### config.mk
export PLATFORM = sky130hd
export DESIGN_NAME = swept_capsule_broad_phase_filter
export DESIGN_NICKNAME = d
export VERILOG_FILES = /design/src/rtl/scbp_pkg.sv /design/src/rtl/scbp_sweep_box.sv /design/src/rtl/scbp_capsule.sv /design/src/rtl/scbp_overlap.sv /design/src/rtl/swept_capsule_broad_phase_filter.sv
export SDC_FILE = /design/constraint.sdc
export NUM_CORES = 2
export LEC_CHECK = 0
export ABC_AREA = 1
export BUFFER_PORTS_ARGS = -buffer_cell sky130_fd_sc_hd__buf_2
export CAP_MARGIN = 20
export CORE_AREA = 2 2 344 346
export CTS_CLUSTER_SIZE = 25
export DETAILED_ROUTE_END_ITERATION = 8
export DIE_AREA = 0 0 346 348
export PLACE_DENSITY_LB_ADDON = 0.25
export SETUP_SLACK_MARGIN = 0.5
export SYNTH_ARGS = -nofsm -noshare
export SYNTH_HDL_FRONTEND = slang
export SYNTH_HIERARCHICAL = 1
export SYNTH_SLANG_ARGS = --single-unit
### constraint.sdc
create_clock -name i_clk -period 16.3 [get_ports i_clk]
set_input_delay 1.63 -clock i_clk [delete_from_list [all_inputs] [get_ports i_clk]]
set_output_delay 1.63 -clock i_clk [all_outputs]
set_load 0.01 [all_outputs]
### src/rtl/scbp_pkg.sv
// ---------------------------------------------------------------------------
// scbp_pkg
// Shared constants, register codes and a helper for the swept capsule
// broad-phase filter.
// ---------------------------------------------------------------------------
`default_nettype none

package scbp_pkg;

    localparam int COORD_WIDTH_DEF = 24;
    localparam int ID_WIDTH        = 32;
    localparam int Q88_WIDTH       = 16;
    localparam int CFG_DATA_WIDTH  = 32;
    localparam int CFG_IDX_WIDTH   = 3;
    localparam int PROD_WIDTH      = 2 * Q88_WIDTH;
    localparam int SUM_WIDTH       = PROD_WIDTH + 1;
    localparam int GUARD_BITS      = 3;

    typedef enum logic [CFG_IDX_WIDTH-1:0] {
        REG_START_X  = 3'd0,
        REG_START_Y  = 3'd1,
        REG_START_Z  = 3'd2,
        REG_END_X    = 3'd3,
        REG_END_Y    = 3'd4,
        REG_END_Z    = 3'd5,
        REG_RADIUS   = 3'd6,
        REG_OWNER_ID = 3'd7
    } t_cfg_reg;

    // Zero scale, radius or height is treated as one LSB.
    function automatic logic [Q88_WIDTH-1:0] at_least_one(input logic [Q88_WIDTH-1:0] v);
        at_least_one = (v == '0) ? {{(Q88_WIDTH-1){1'b0}}, 1'b1} : v;
    endfunction

endpackage

`default_nettype wire

### src/rtl/scbp_sweep_box.sv
// ---------------------------------------------------------------------------
// scbp_sweep_box
// Configuration registers and the registered, radius-inflated bounding box
// of the projectile sweep.
// ---------------------------------------------------------------------------
`default_nettype none

module scbp_sweep_box #(
    parameter int COORD_WIDTH = scbp_pkg::COORD_WIDTH_DEF
) (
    input  wire logic                                 i_clk,
    input  wire logic                                 i_rst_n,
    input  wire logic                                 i_cfg_we,
    input  wire logic [scbp_pkg::CFG_IDX_WIDTH-1:0]   i_cfg_index,
    input  wire logic [scbp_pkg::CFG_DATA_WIDTH-1:0]  i_cfg_data,
    output logic      [scbp_pkg::ID_WIDTH-1:0]        o_owner_id,
    output logic signed [COORD_WIDTH+scbp_pkg::GUARD_BITS-1:0] o_smin [3],
    output logic signed [COORD_WIDTH+scbp_pkg::GUARD_BITS-1:0] o_smax [3]
);
    import scbp_pkg::*;

    localparam int WW = COORD_WIDTH + GUARD_BITS;

    logic signed [COORD_WIDTH-1:0] r_start [3];
    logic signed [COORD_WIDTH-1:0] r_end   [3];
    logic signed [COORD_WIDTH-1:0] n_start [3];
    logic signed [COORD_WIDTH-1:0] n_end   [3];
    logic        [Q88_WIDTH-1:0]   r_radius, n_radius;
    logic        [ID_WIDTH-1:0]    r_owner, n_owner;
    logic signed [WW-1:0]          r_smin [3];
    logic signed [WW-1:0]          r_smax [3];
    logic signed [WW-1:0]          n_smin [3];
    logic signed [WW-1:0]          n_smax [3];

    always_comb begin
        n_start  = r_start;
        n_end    = r_end;
        n_radius = r_radius;
        n_owner  = r_owner;
        if (i_cfg_we) begin
            case (t_cfg_reg'(i_cfg_index))
                REG_START_X:  n_start[0] = i_cfg_data[COORD_WIDTH-1:0];
                REG_START_Y:  n_start[1] = i_cfg_data[COORD_WIDTH-1:0];
                REG_START_Z:  n_start[2] = i_cfg_data[COORD_WIDTH-1:0];
                REG_END_X:    n_end[0]   = i_cfg_data[COORD_WIDTH-1:0];
                REG_END_Y:    n_end[1]   = i_cfg_data[COORD_WIDTH-1:0];
                REG_END_Z:    n_end[2]   = i_cfg_data[COORD_WIDTH-1:0];
                REG_RADIUS:   n_radius   = i_cfg_data[Q88_WIDTH-1:0];
                REG_OWNER_ID: n_owner    = i_cfg_data[ID_WIDTH-1:0];
                default: ;
            endcase
        end
    end

    always_comb begin
        logic signed [WW-1:0] a, b, rad;
        rad = {{(WW-Q88_WIDTH){1'b0}}, r_radius};
        for (int i = 0; i < 3; i++) begin
            a = {{GUARD_BITS{r_start[i][COORD_WIDTH-1]}}, r_start[i]};
            b = {{GUARD_BITS{r_end[i][COORD_WIDTH-1]}}, r_end[i]};
            n_smin[i] = ((a < b) ? a : b) - rad;
            n_smax[i] = ((a > b) ? a : b) + rad;
        end
    end

    always_ff @(posedge i_clk) begin
        if (!i_rst_n) begin
            for (int i = 0; i < 3; i++) begin
                r_start[i] <= '0;
                r_end[i]   <= '0;
                r_smin[i]  <= '0;
                r_smax[i]  <= '0;
            end
            r_radius <= '0;
            r_owner  <= '0;
        end else begin
            r_start  <= n_start;
            r_end    <= n_end;
            r_radius <= n_radius;
            r_owner  <= n_owner;
            r_smin   <= n_smin;
            r_smax   <= n_smax;
        end
    end

    assign o_owner_id = r_owner;
    assign o_smin     = r_smin;
    assign o_smax     = r_smax;

endmodule

`default_nettype wire

### src/rtl/scbp_capsule.sv
// ---------------------------------------------------------------------------
// scbp_capsule
// Input register, skip decision and capsule scaling (radius and half
// height), registered into the second stage.
// ---------------------------------------------------------------------------
`default_nettype none

module scbp_capsule #(
    parameter int COORD_WIDTH = scbp_pkg::COORD_WIDTH_DEF
) (
    input  wire logic                               i_clk,
    input  wire logic                               i_ld1,
    input  wire logic                               i_ld2,
    input  wire logic [scbp_pkg::ID_WIDTH-1:0]      i_player_id,
    input  wire logic [scbp_pkg::ID_WIDTH-1:0]      i_spawn_generation,
    input  wire logic                               i_is_dead,
    input  wire logic [scbp_pkg::Q88_WIDTH-1:0]     i_size_scale,
    input  wire logic [scbp_pkg::Q88_WIDTH-1:0]     i_capsule_radius_raw,
    input  wire logic [scbp_pkg::Q88_WIDTH-1:0]     i_capsule_height_raw,
    input  wire logic signed [COORD_WIDTH-1:0]      i_pos_x,
    input  wire logic signed [COORD_WIDTH-1:0]      i_pos_y,
    input  wire logic signed [COORD_WIDTH-1:0]      i_pos_z,
    input  wire logic [scbp_pkg::ID_WIDTH-1:0]      i_owner_id,
    output logic                                    o_skip,
    output logic [scbp_pkg::ID_WIDTH-1:0]           o_pid,
    output logic [scbp_pkg::ID_WIDTH-1:0]           o_gen,
    output logic signed [COORD_WIDTH-1:0]           o_pos_x,
    output logic signed [COORD_WIDTH-1:0]           o_pos_y,
    output logic signed [COORD_WIDTH-1:0]           o_pos_z,
    output logic [COORD_WIDTH-2:0]                  o_r,
    output logic [COORD_WIDTH-2:0]                  o_half
);
    import scbp_pkg::*;

    localparam int QRW  = SUM_WIDTH - 8;
    localparam int CMPW = (COORD_WIDTH - 1 > QRW) ? COORD_WIDTH - 1 : QRW;
    localparam logic [COORD_WIDTH-2:0] RMAX = '1;

    logic [ID_WIDTH-1:0]          r1_pid, r1_gen, r2_pid, r2_gen;
    logic                         r1_dead;
    logic [Q88_WIDTH-1:0]         r1_scale, r1_rr, r1_hh;
    logic signed [COORD_WIDTH-1:0] r1_px, r1_py, r1_pz, r2_px, r2_py, r2_pz;
    logic [COORD_WIDTH-2:0]       r2_r, r2_half, n_r, n_half;

    logic [Q88_WIDTH-1:0]  s, rr, hh;
    logic [PROD_WIDTH-1:0] prod_r, prod_h;
    logic [SUM_WIDTH-1:0]  sum_r, sum_h;
    logic [CMPW-1:0]       qr_ext, qh_ext, rmax_ext;

    always_comb begin
        s        = at_least_one(r1_scale);
        rr       = at_least_one(r1_rr);
        hh       = at_least_one(r1_hh);
        prod_r   = rr * s;
        prod_h   = hh * s;
        sum_r    = {1'b0, prod_r} + SUM_WIDTH'(128);
        sum_h    = {1'b0, prod_h} + SUM_WIDTH'(256);
        qr_ext   = CMPW'(sum_r[SUM_WIDTH-1:8]);
        qh_ext   = CMPW'(sum_h[SUM_WIDTH-1:9]);
        rmax_ext = CMPW'(RMAX);
        n_r      = (qr_ext > rmax_ext) ? RMAX : qr_ext[COORD_WIDTH-2:0];
        n_half   = (qh_ext > rmax_ext) ? RMAX : qh_ext[COORD_WIDTH-2:0];
    end

    assign o_skip = r1_dead || (r1_pid == i_owner_id);

    always_ff @(posedge i_clk) begin
        if (i_ld1) begin
            r1_pid   <= i_player_id;
            r1_gen   <= i_spawn_generation;
            r1_dead  <= i_is_dead;
            r1_scale <= i_size_scale;
            r1_rr    <= i_capsule_radius_raw;
            r1_hh    <= i_capsule_height_raw;
            r1_px    <= i_pos_x;
            r1_py    <= i_pos_y;
            r1_pz    <= i_pos_z;
        end
        if (i_ld2) begin
            r2_pid  <= r1_pid;
            r2_gen  <= r1_gen;
            r2_px   <= r1_px;
            r2_py   <= r1_py;
            r2_pz   <= r1_pz;
            r2_r    <= n_r;
            r2_half <= n_half;
        end
    end

    assign o_pid   = r2_pid;
    assign o_gen   = r2_gen;
    assign o_pos_x = r2_px;
    assign o_pos_y = r2_py;
    assign o_pos_z = r2_pz;
    assign o_r     = r2_r;
    assign o_half  = r2_half;

endmodule

`default_nettype wire

### src/rtl/scbp_overlap.sv
// ---------------------------------------------------------------------------
// scbp_overlap
// Capsule box, inclusive box-versus-box test and the result register.
// ---------------------------------------------------------------------------
`default_nettype none

module scbp_overlap #(
    parameter int COORD_WIDTH = scbp_pkg::COORD_WIDTH_DEF
) (
    input  wire logic                               i_clk,
    input  wire logic                               i_ld,
    input  wire logic [scbp_pkg::ID_WIDTH-1:0]      i_pid,
    input  wire logic [scbp_pkg::ID_WIDTH-1:0]      i_gen,
    input  wire logic signed [COORD_WIDTH-1:0]      i_pos_x,
    input  wire logic signed [COORD_WIDTH-1:0]      i_pos_y,
    input  wire logic signed [COORD_WIDTH-1:0]      i_pos_z,
    input  wire logic [COORD_WIDTH-2:0]             i_r,
    input  wire logic [COORD_WIDTH-2:0]             i_half,
    input  wire logic signed [COORD_WIDTH+scbp_pkg::GUARD_BITS-1:0] i_smin [3],
    input  wire logic signed [COORD_WIDTH+scbp_pkg::GUARD_BITS-1:0] i_smax [3],
    output logic                                    o_hit,
    output logic [scbp_pkg::ID_WIDTH-1:0]           o_hit_player_id,
    output logic [scbp_pkg::ID_WIDTH-1:0]           o_hit_generation,
    output logic signed [COORD_WIDTH-1:0]           o_axis_x,
    output logic signed [COORD_WIDTH-1:0]           o_axis_y,
    output logic signed [COORD_WIDTH-1:0]           o_end_a_z,
    output logic signed [COORD_WIDTH-1:0]           o_end_b_z,
    output logic [COORD_WIDTH-2:0]                  o_scaled_radius
);
    import scbp_pkg::*;

    localparam int WW = COORD_WIDTH + GUARD_BITS;
    localparam logic signed [WW-1:0] CMAX =
        {{(WW-COORD_WIDTH+1){1'b0}}, {(COORD_WIDTH-1){1'b1}}};
    localparam logic signed [WW-1:0] CMIN =
        {{(WW-COORD_WIDTH+1){1'b1}}, {(COORD_WIDTH-1){1'b0}}};

    function automatic logic signed [COORD_WIDTH-1:0] sat(input logic signed [WW-1:0] v);
        if (v > CMAX)
            sat = CMAX[COORD_WIDTH-1:0];
        else if (v < CMIN)
            sat = CMIN[COORD_WIDTH-1:0];
        else
            sat = v[COORD_WIDTH-1:0];
    endfunction

    logic signed [WW-1:0] px, py, pz, rw, hw, d, ad, za, zb;
    logic signed [WW-1:0] cmin [3];
    logic signed [WW-1:0] cmax [3];
    logic [2:0]           ov;

    logic [ID_WIDTH-1:0]           r_pid, r_gen;
    logic signed [COORD_WIDTH-1:0] r_ax, r_ay, r_za, r_zb;
    logic [COORD_WIDTH-2:0]        r_r;

    always_comb begin
        px = {{GUARD_BITS{i_pos_x[COORD_WIDTH-1]}}, i_pos_x};
        py = {{GUARD_BITS{i_pos_y[COORD_WIDTH-1]}}, i_pos_y};
        pz = {{GUARD_BITS{i_pos_z[COORD_WIDTH-1]}}, i_pos_z};
        rw = {{(GUARD_BITS+1){1'b0}}, i_r};
        hw = {{(GUARD_BITS+1){1'b0}}, i_half};
        d  = hw - rw;
        ad = d[WW-1] ? -d : d;
        za = pz - d;
        zb = pz + d;
        cmin[0] = px - rw;
        cmax[0] = px + rw;
        cmin[1] = py - rw;
        cmax[1] = py + rw;
        cmin[2] = pz - ad - rw;
        cmax[2] = pz + ad + rw;
        for (int i = 0; i < 3; i++) begin
            ov[i] = (i_smin[i] <= cmax[i]) && (cmin[i] <= i_smax[i]);
        end
    end

    assign o_hit = &ov;

    always_ff @(posedge i_clk) begin
        if (i_ld) begin
            r_pid <= i_pid;
            r_gen <= i_gen;
            r_ax  <= i_pos_x;
            r_ay  <= i_pos_y;
            r_za  <= sat(za);
            r_zb  <= sat(zb);
            r_r   <= i_r;
        end
    end

    assign o_hit_player_id  = r_pid;
    assign o_hit_generation = r_gen;
    assign o_axis_x         = r_ax;
    assign o_axis_y         = r_ay;
    assign o_end_a_z        = r_za;
    assign o_end_b_z        = r_zb;
    assign o_scaled_radius  = r_r;

endmodule

`default_nettype wire

### src/rtl/swept_capsule_broad_phase_filter.sv
// ---------------------------------------------------------------------------
// swept_capsule_broad_phase_filter
// Filters player records against a radius-inflated projectile sweep box and
// emits the vertical capsule of every live, non-owner player that touches it.
//
//   channel   direction  handshake               payload
//   input     in         i_in_valid/o_in_stall   player record fields
//   output    out        o_out_valid/i_out_stall capsule result fields
//   config    in         i_cfg_we                i_cfg_index, i_cfg_data
//
// One record per cycle unless the input is stalled; three register stages
// (input, scaled capsule, result) carry a hit through in that order.
// Records that are dead, owned or miss are dropped in flight.
// Synchronous active-low reset clears valids and sweep-box registers to zero.
// Output stall backs up through the stages; input stall rises only when
// every stage holds a record and the output is stalled.
// ---------------------------------------------------------------------------
`default_nettype none

module swept_capsule_broad_phase_filter #(
    parameter int COORD_WIDTH = scbp_pkg::COORD_WIDTH_DEF
) (
    input  wire logic                                i_clk,
    input  wire logic                                i_rst_n,
    input  wire logic                                i_cfg_we,
    input  wire logic [scbp_pkg::CFG_IDX_WIDTH-1:0]  i_cfg_index,
    input  wire logic [scbp_pkg::CFG_DATA_WIDTH-1:0] i_cfg_data,
    input  wire logic                                i_in_valid,
    output logic                                     o_in_stall,
    input  wire logic [scbp_pkg::ID_WIDTH-1:0]       i_player_id,
    input  wire logic [scbp_pkg::ID_WIDTH-1:0]       i_spawn_generation,
    input  wire logic                                i_is_dead,
    input  wire logic [scbp_pkg::Q88_WIDTH-1:0]      i_size_scale,
    input  wire logic [scbp_pkg::Q88_WIDTH-1:0]      i_capsule_radius_raw,
    input  wire logic [scbp_pkg::Q88_WIDTH-1:0]      i_capsule_height_raw,
    input  wire logic signed [COORD_WIDTH-1:0]       i_pos_x,
    input  wire logic signed [COORD_WIDTH-1:0]       i_pos_y,
    input  wire logic signed [COORD_WIDTH-1:0]       i_pos_z,
    output logic                                     o_out_valid,
    input  wire logic                                i_out_stall,
    output logic [scbp_pkg::ID_WIDTH-1:0]            o_hit_player_id,
    output logic [scbp_pkg::ID_WIDTH-1:0]            o_hit_generation,
    output logic signed [COORD_WIDTH-1:0]            o_axis_x,
    output logic signed [COORD_WIDTH-1:0]            o_axis_y,
    output logic signed [COORD_WIDTH-1:0]            o_end_a_z,
    output logic signed [COORD_WIDTH-1:0]            o_end_b_z,
    output logic [COORD_WIDTH-2:0]                   o_scaled_radius
);
    import scbp_pkg::*;

    localparam int WW = COORD_WIDTH + GUARD_BITS;

    logic [ID_WIDTH-1:0]           owner_id, s2_pid, s2_gen;
    logic signed [WW-1:0]          smin [3];
    logic signed [WW-1:0]          smax [3];
    logic signed [COORD_WIDTH-1:0] s2_px, s2_py, s2_pz;
    logic [COORD_WIDTH-2:0]        s2_r, s2_half;
    logic                          skip, hit;

    logic r_v1, r_v2, r_ov, n_v1, n_v2, n_ov;
    logic out_free, s2_go, s1_go, ld1, ld2, ld_out;

    assign out_free   = !r_ov || !i_out_stall;
    assign s2_go      = !r_v2 || out_free;
    assign s1_go      = !r_v1 || s2_go;
    assign o_in_stall = !s1_go;
    assign ld1        = i_in_valid && s1_go;
    assign ld2        = s2_go && r_v1;
    assign ld_out     = out_free && r_v2 && hit;

    always_comb begin
        n_v1 = s1_go ? i_in_valid : r_v1;
        n_v2 = s2_go ? (r_v1 && !skip) : r_v2;
        n_ov = out_free ? (r_v2 && hit) : r_ov;
    end

    always_ff @(posedge i_clk) begin
        if (!i_rst_n) begin
            r_v1 <= 1'b0;
            r_v2 <= 1'b0;
            r_ov <= 1'b0;
        end else begin
            r_v1 <= n_v1;
            r_v2 <= n_v2;
            r_ov <= n_ov;
        end
    end

    assign o_out_valid = r_ov;

    scbp_sweep_box #(.COORD_WIDTH(COORD_WIDTH)) u_sweep_box (
        .i_clk       (i_clk),
        .i_rst_n     (i_rst_n),
        .i_cfg_we    (i_cfg_we),
        .i_cfg_index (i_cfg_index),
        .i_cfg_data  (i_cfg_data),
        .o_owner_id  (owner_id),
        .o_smin      (smin),
        .o_smax      (smax)
    );

    scbp_capsule #(.COORD_WIDTH(COORD_WIDTH)) u_capsule (
        .i_clk                (i_clk),
        .i_ld1                (ld1),
        .i_ld2                (ld2),
        .i_player_id          (i_player_id),
        .i_spawn_generation   (i_spawn_generation),
        .i_is_dead            (i_is_dead),
        .i_size_scale         (i_size_scale),
        .i_capsule_radius_raw (i_capsule_radius_raw),
        .i_capsule_height_raw (i_capsule_height_raw),
        .i_pos_x              (i_pos_x),
        .i_pos_y              (i_pos_y),
        .i_pos_z              (i_pos_z),
        .i_owner_id           (owner_id),
        .o_skip               (skip),
        .o_pid                (s2_pid),
        .o_gen                (s2_gen),
        .o_pos_x              (s2_px),
        .o_pos_y              (s2_py),
        .o_pos_z              (s2_pz),
        .o_r                  (s2_r),
        .o_half               (s2_half)
    );

    scbp_overlap #(.COORD_WIDTH(COORD_WIDTH)) u_overlap (
        .i_clk            (i_clk),
        .i_ld             (ld_out),
        .i_pid            (s2_pid),
        .i_gen            (s2_gen),
        .i_pos_x          (s2_px),
        .i_pos_y          (s2_py),
        .i_pos_z          (s2_pz),
        .i_r              (s2_r),
        .i_half           (s2_half),
        .i_smin           (smin),
        .i_smax           (smax),
        .o_hit            (hit),
        .o_hit_player_id  (o_hit_player_id),
        .o_hit_generation (o_hit_generation),
        .o_axis_x         (o_axis_x),
        .o_axis_y         (o_axis_y),
        .o_end_a_z        (o_end_a_z),
        .o_end_b_z        (o_end_b_z),
        .o_scaled_radius  (o_scaled_radius)
    );

    a_stall_needs_full: assert property (@(posedge i_clk) disable iff (!i_rst_n)
        o_in_stall |-> (r_v1 && r_v2 && r_ov && i_out_stall))
        else $error("input stalled while a stage is free");

    a_full_blocks: assert property (@(posedge i_clk) disable iff (!i_rst_n)
        (r_v1 && r_v2 && r_ov && i_out_stall) |-> o_in_stall)
        else $error("transfer accepted into a full pipeline");

    a_out_drains: assert property (@(posedge i_clk) disable iff (!i_rst_n)
        (o_out_valid && !i_out_stall && !(r_v2 && hit)) |=> !o_out_valid)
        else $error("result repeated after its transfer");

    a_s2_moves: assert property (@(posedge i_clk) disable iff (!i_rst_n)
        (r_v1 && !skip && !o_in_stall) |=> r_v2)
        else $error("live record lost between stages");

endmodule

`default_nettype wire
==> out/qor.yml <==
status:
  outcome: "complete, no violations"
timing:
  finalSetupTns_ps: 0
  fin_crit_sh_pct: 60.32
  tightest_slew_ps: 1254
  setup_viol: 0
  max_slew_margin_pct: 16.41
  finalHoldViolCount: 0
  period_minus_slack_ps: 9831
  skew_ps: 60.47
  slew_violations: 0
  max_freq_mhz: 101.7
  rsz0062_at_grt: "false"
placement:
  finalWeightedCongestion: 1.055
  port_buffers: 409
  hpwl_um: 184600
clock_network:
  clk_path_buf_depth: 3
  cts_buffers: 97
  clk_latency_ps: 760
  cts.reportedPaths.clkPinSlew_ps: 70
  clockRootBuffer: "clkbuf_16"
  clock_sinks: 907
  cts-resized-gates: 0
  post_cts_buffers: 0
  tritoncts: "done"
  ctsHoldBuffers: 0
  htreeDepth: 3
synthesis:
  synth_compound_area_share_pct: 12.44
  yosys.area.top_type: "edfxtp_1"
  ys_seq_elements: 907
  synth-simple-area-share_pct: 16.72
  synth-warning-count: 6
  yosysUniqueCellTypes: 74
  synth_cells: 8692
  synth_most_common_cell: "nand2_1"
  synth_edf_count: 550
  ys_seq_area_share_pct: 32.32
  synthArstFlopShare_pct: 0
  synth-adder-area-share_pct: 25.63
  netlist_area_um2: 73220
  synth_top_area_share_pct: 22.56
  synth.area.top_cells: "edfxtp_1 23%, ha_1 13%, fa_1 12%"
  ys_top_cells_by_count: "1606 x nand2_1, 1491 x inv_1, 783 x ha_1, 738 x a21oi_1, 664 x nor2_1"
  synth_top_family_by_area: "adder cells"
  syn_area_per_cell_um2: 8.424
  synth_xor_area_share_pct: 3.201
  muxShareOfSynthArea_pct: 0
  synth_flop_cell: "edfxtp_1"
global_routing:
  grt_pass1_wl_um: 351100
  grt_max_degree: 132
  grt_pass1_vias: 59949
  antenna_found_initial: 18
  grt_overflow: 0
  grtUsageTotal_pct: 38.41
floorplan:
  io_pins: 410
  initial_utilization_pct: 62.59
  die_w_um: 346
  die_h_um: 348
  row_count: 126
  design.core.area_um2: 117000
  die_area_um2: 120400
setup_path:
  critPathMaxFanout: 131
  crit_top_cell: "nand2_1"
  worst-setup-path-type: "register to register"
  critPathSlowestCell: "a21oi_4"
  max_stage_delay_ps: 580
  arrival_ps: 10150
  cp-end-kind: "register"
  required_ps: 16610
  cp-start-kind: "register"
finish:
  multi_input_area_um2: 42500
  syn2layout_area_growth_pct: 8.881
  nets: 10435
  num-fill-cells: 9469
  drive_gt1_share_pct: 9.955
  regArea_um2: 23660
hold_path:
  hold_path_class: "register to register"
detailed_routing:
  drtAntennaViolNets: 0
  drc: 0
  drt_first_pass_iters: 6
  routed_wl_um: 234200
  wl_per_cell_um: 22.09
  routed_via_density: 5.858
  drt-initial-drc-count: 7043
  vias: 62123
job:
  max-cap-violations: 0
sequential cells by signal, summed over array words and instances, names as in the netlist, 72 cells and up:
name,count
u_sweep_box/o_smax,81
u_sweep_box/o_smin,81
u_sweep_box/r_end,72
u_sweep_box/r_start,72
metal layers:
metal  share of wire [%]  vias up  global-route usage (%)
met1                  41    29494                   52.64
li1                    -    28728                       -
met3                  11      572                   8.506
met4                 4.1        0                   14.15
met5                   0        -                       0
met2                  44     3329                   59.99
worst max-delay path, delay by kind of cell (launching register included):
kind | cells | cell delay, ps
flops | 1 | 570
fa+ha+maj | 4 | 1530
simple gates | 20 | 2160
buf+inv | 5 | 1890
xor+xnor | 2 | 430
compound gates | 8 | 2270
path summary, 6_finish.rpt:
kind	to	slack (ps)	depth (start not counted)	from
hold / removal	u_capsule/o_pos_z[8]$_DFFE_PP_	390	0	u_capsule/r1_pz[8]$_DFFE_PP_
setup reg to reg	u_overlap/o_end_b_z[18]$_SDFFCE_PN1P_	6470	39	u_capsule/o_r[1]$_SDFFCE_PN1P_
hold reg to reg	u_capsule/o_pos_z[8]$_DFFE_PP_	390	0	u_capsule/r1_pz[8]$_DFFE_PP_
setup / recovery	u_overlap/o_end_b_z[18]$_SDFFCE_PN1P_	6470	39	u_capsule/o_r[1]$_SDFFCE_PN1P_
cells by family (layout without fill, tap and decap cells):
kind of cell             after synthesis  count (layout)
AO/OA/AOI/OAI                       1639            1639
XOR/XNOR                             256             256
adder cells (fa/ha/maj)             1231            1231
buffers and inverters               1791            2157
flip-flops                           907             907
other                                  1              12
AND/OR/NAND/NOR                     2867            2867
cell type report:
class | count | area share (%)
Antenna cell | 8 | 0.02511
Clock buffer | 119 | 3.255
Clock inverter | 62 | 1.089
Inverter | 1519 | 7.162
Multi-Input combinational cell | 5997 | 53.31
Sequential cell | 907 | 29.68
Tap cell | 1536 | 2.411
Timing Repair Buffer | 457 | 3.068
per-stage QoR:
| stage | utilization [%] | hold WS, ps | setup slack (ps) | cells | cell area [um2] |
|---|---|---|---|---|---|
| detailed placement | 65.14 | 404.5 | 6185 | 10414 | 76200 |
| floorplan | - | 400.3 | 2316 | 8695 | 73230 |
| CTS | 68.10 | 397.9 | 6090 | 10595 | 79670 |
| finish | 68.15 | 392.3 | 6469 | 10605 | 79720 |
| global placement | 65.14 | 400.1 | 6296 | 10414 | 76200 |
| global route | 68.14 | 409.0 | 5966 | 10599 | 79710 |
cells in the final DEF, fill, tap and decap left out, drive strengths merged, types with 8 or more instances in the layout:
master / instances
a21boi: 28
a21o: 33
a21oi: 750
a31oi: 37
buf: 456
bufinv: 14
clkbuf: 120
clkinv: 35
clkinvlp: 8
dfxtp: 357
diode: 8
edfxtp: 550
fa: 448
ha: 783
inv: 1524
nand2: 1685
nand3: 265
nand3b: 17
nand4: 78
nor2: 693
nor3: 78
nor4: 23
o2111ai: 12
o211ai: 19
o21a: 49
o21ai: 647
o21bai: 24
o221ai: 8
o31ai: 14
or2: 14
xnor2: 76
xor2: 180
Power is not shown: default switching activity piles up to over one toggle a cycle in this logic, so the estimate is an artifact.
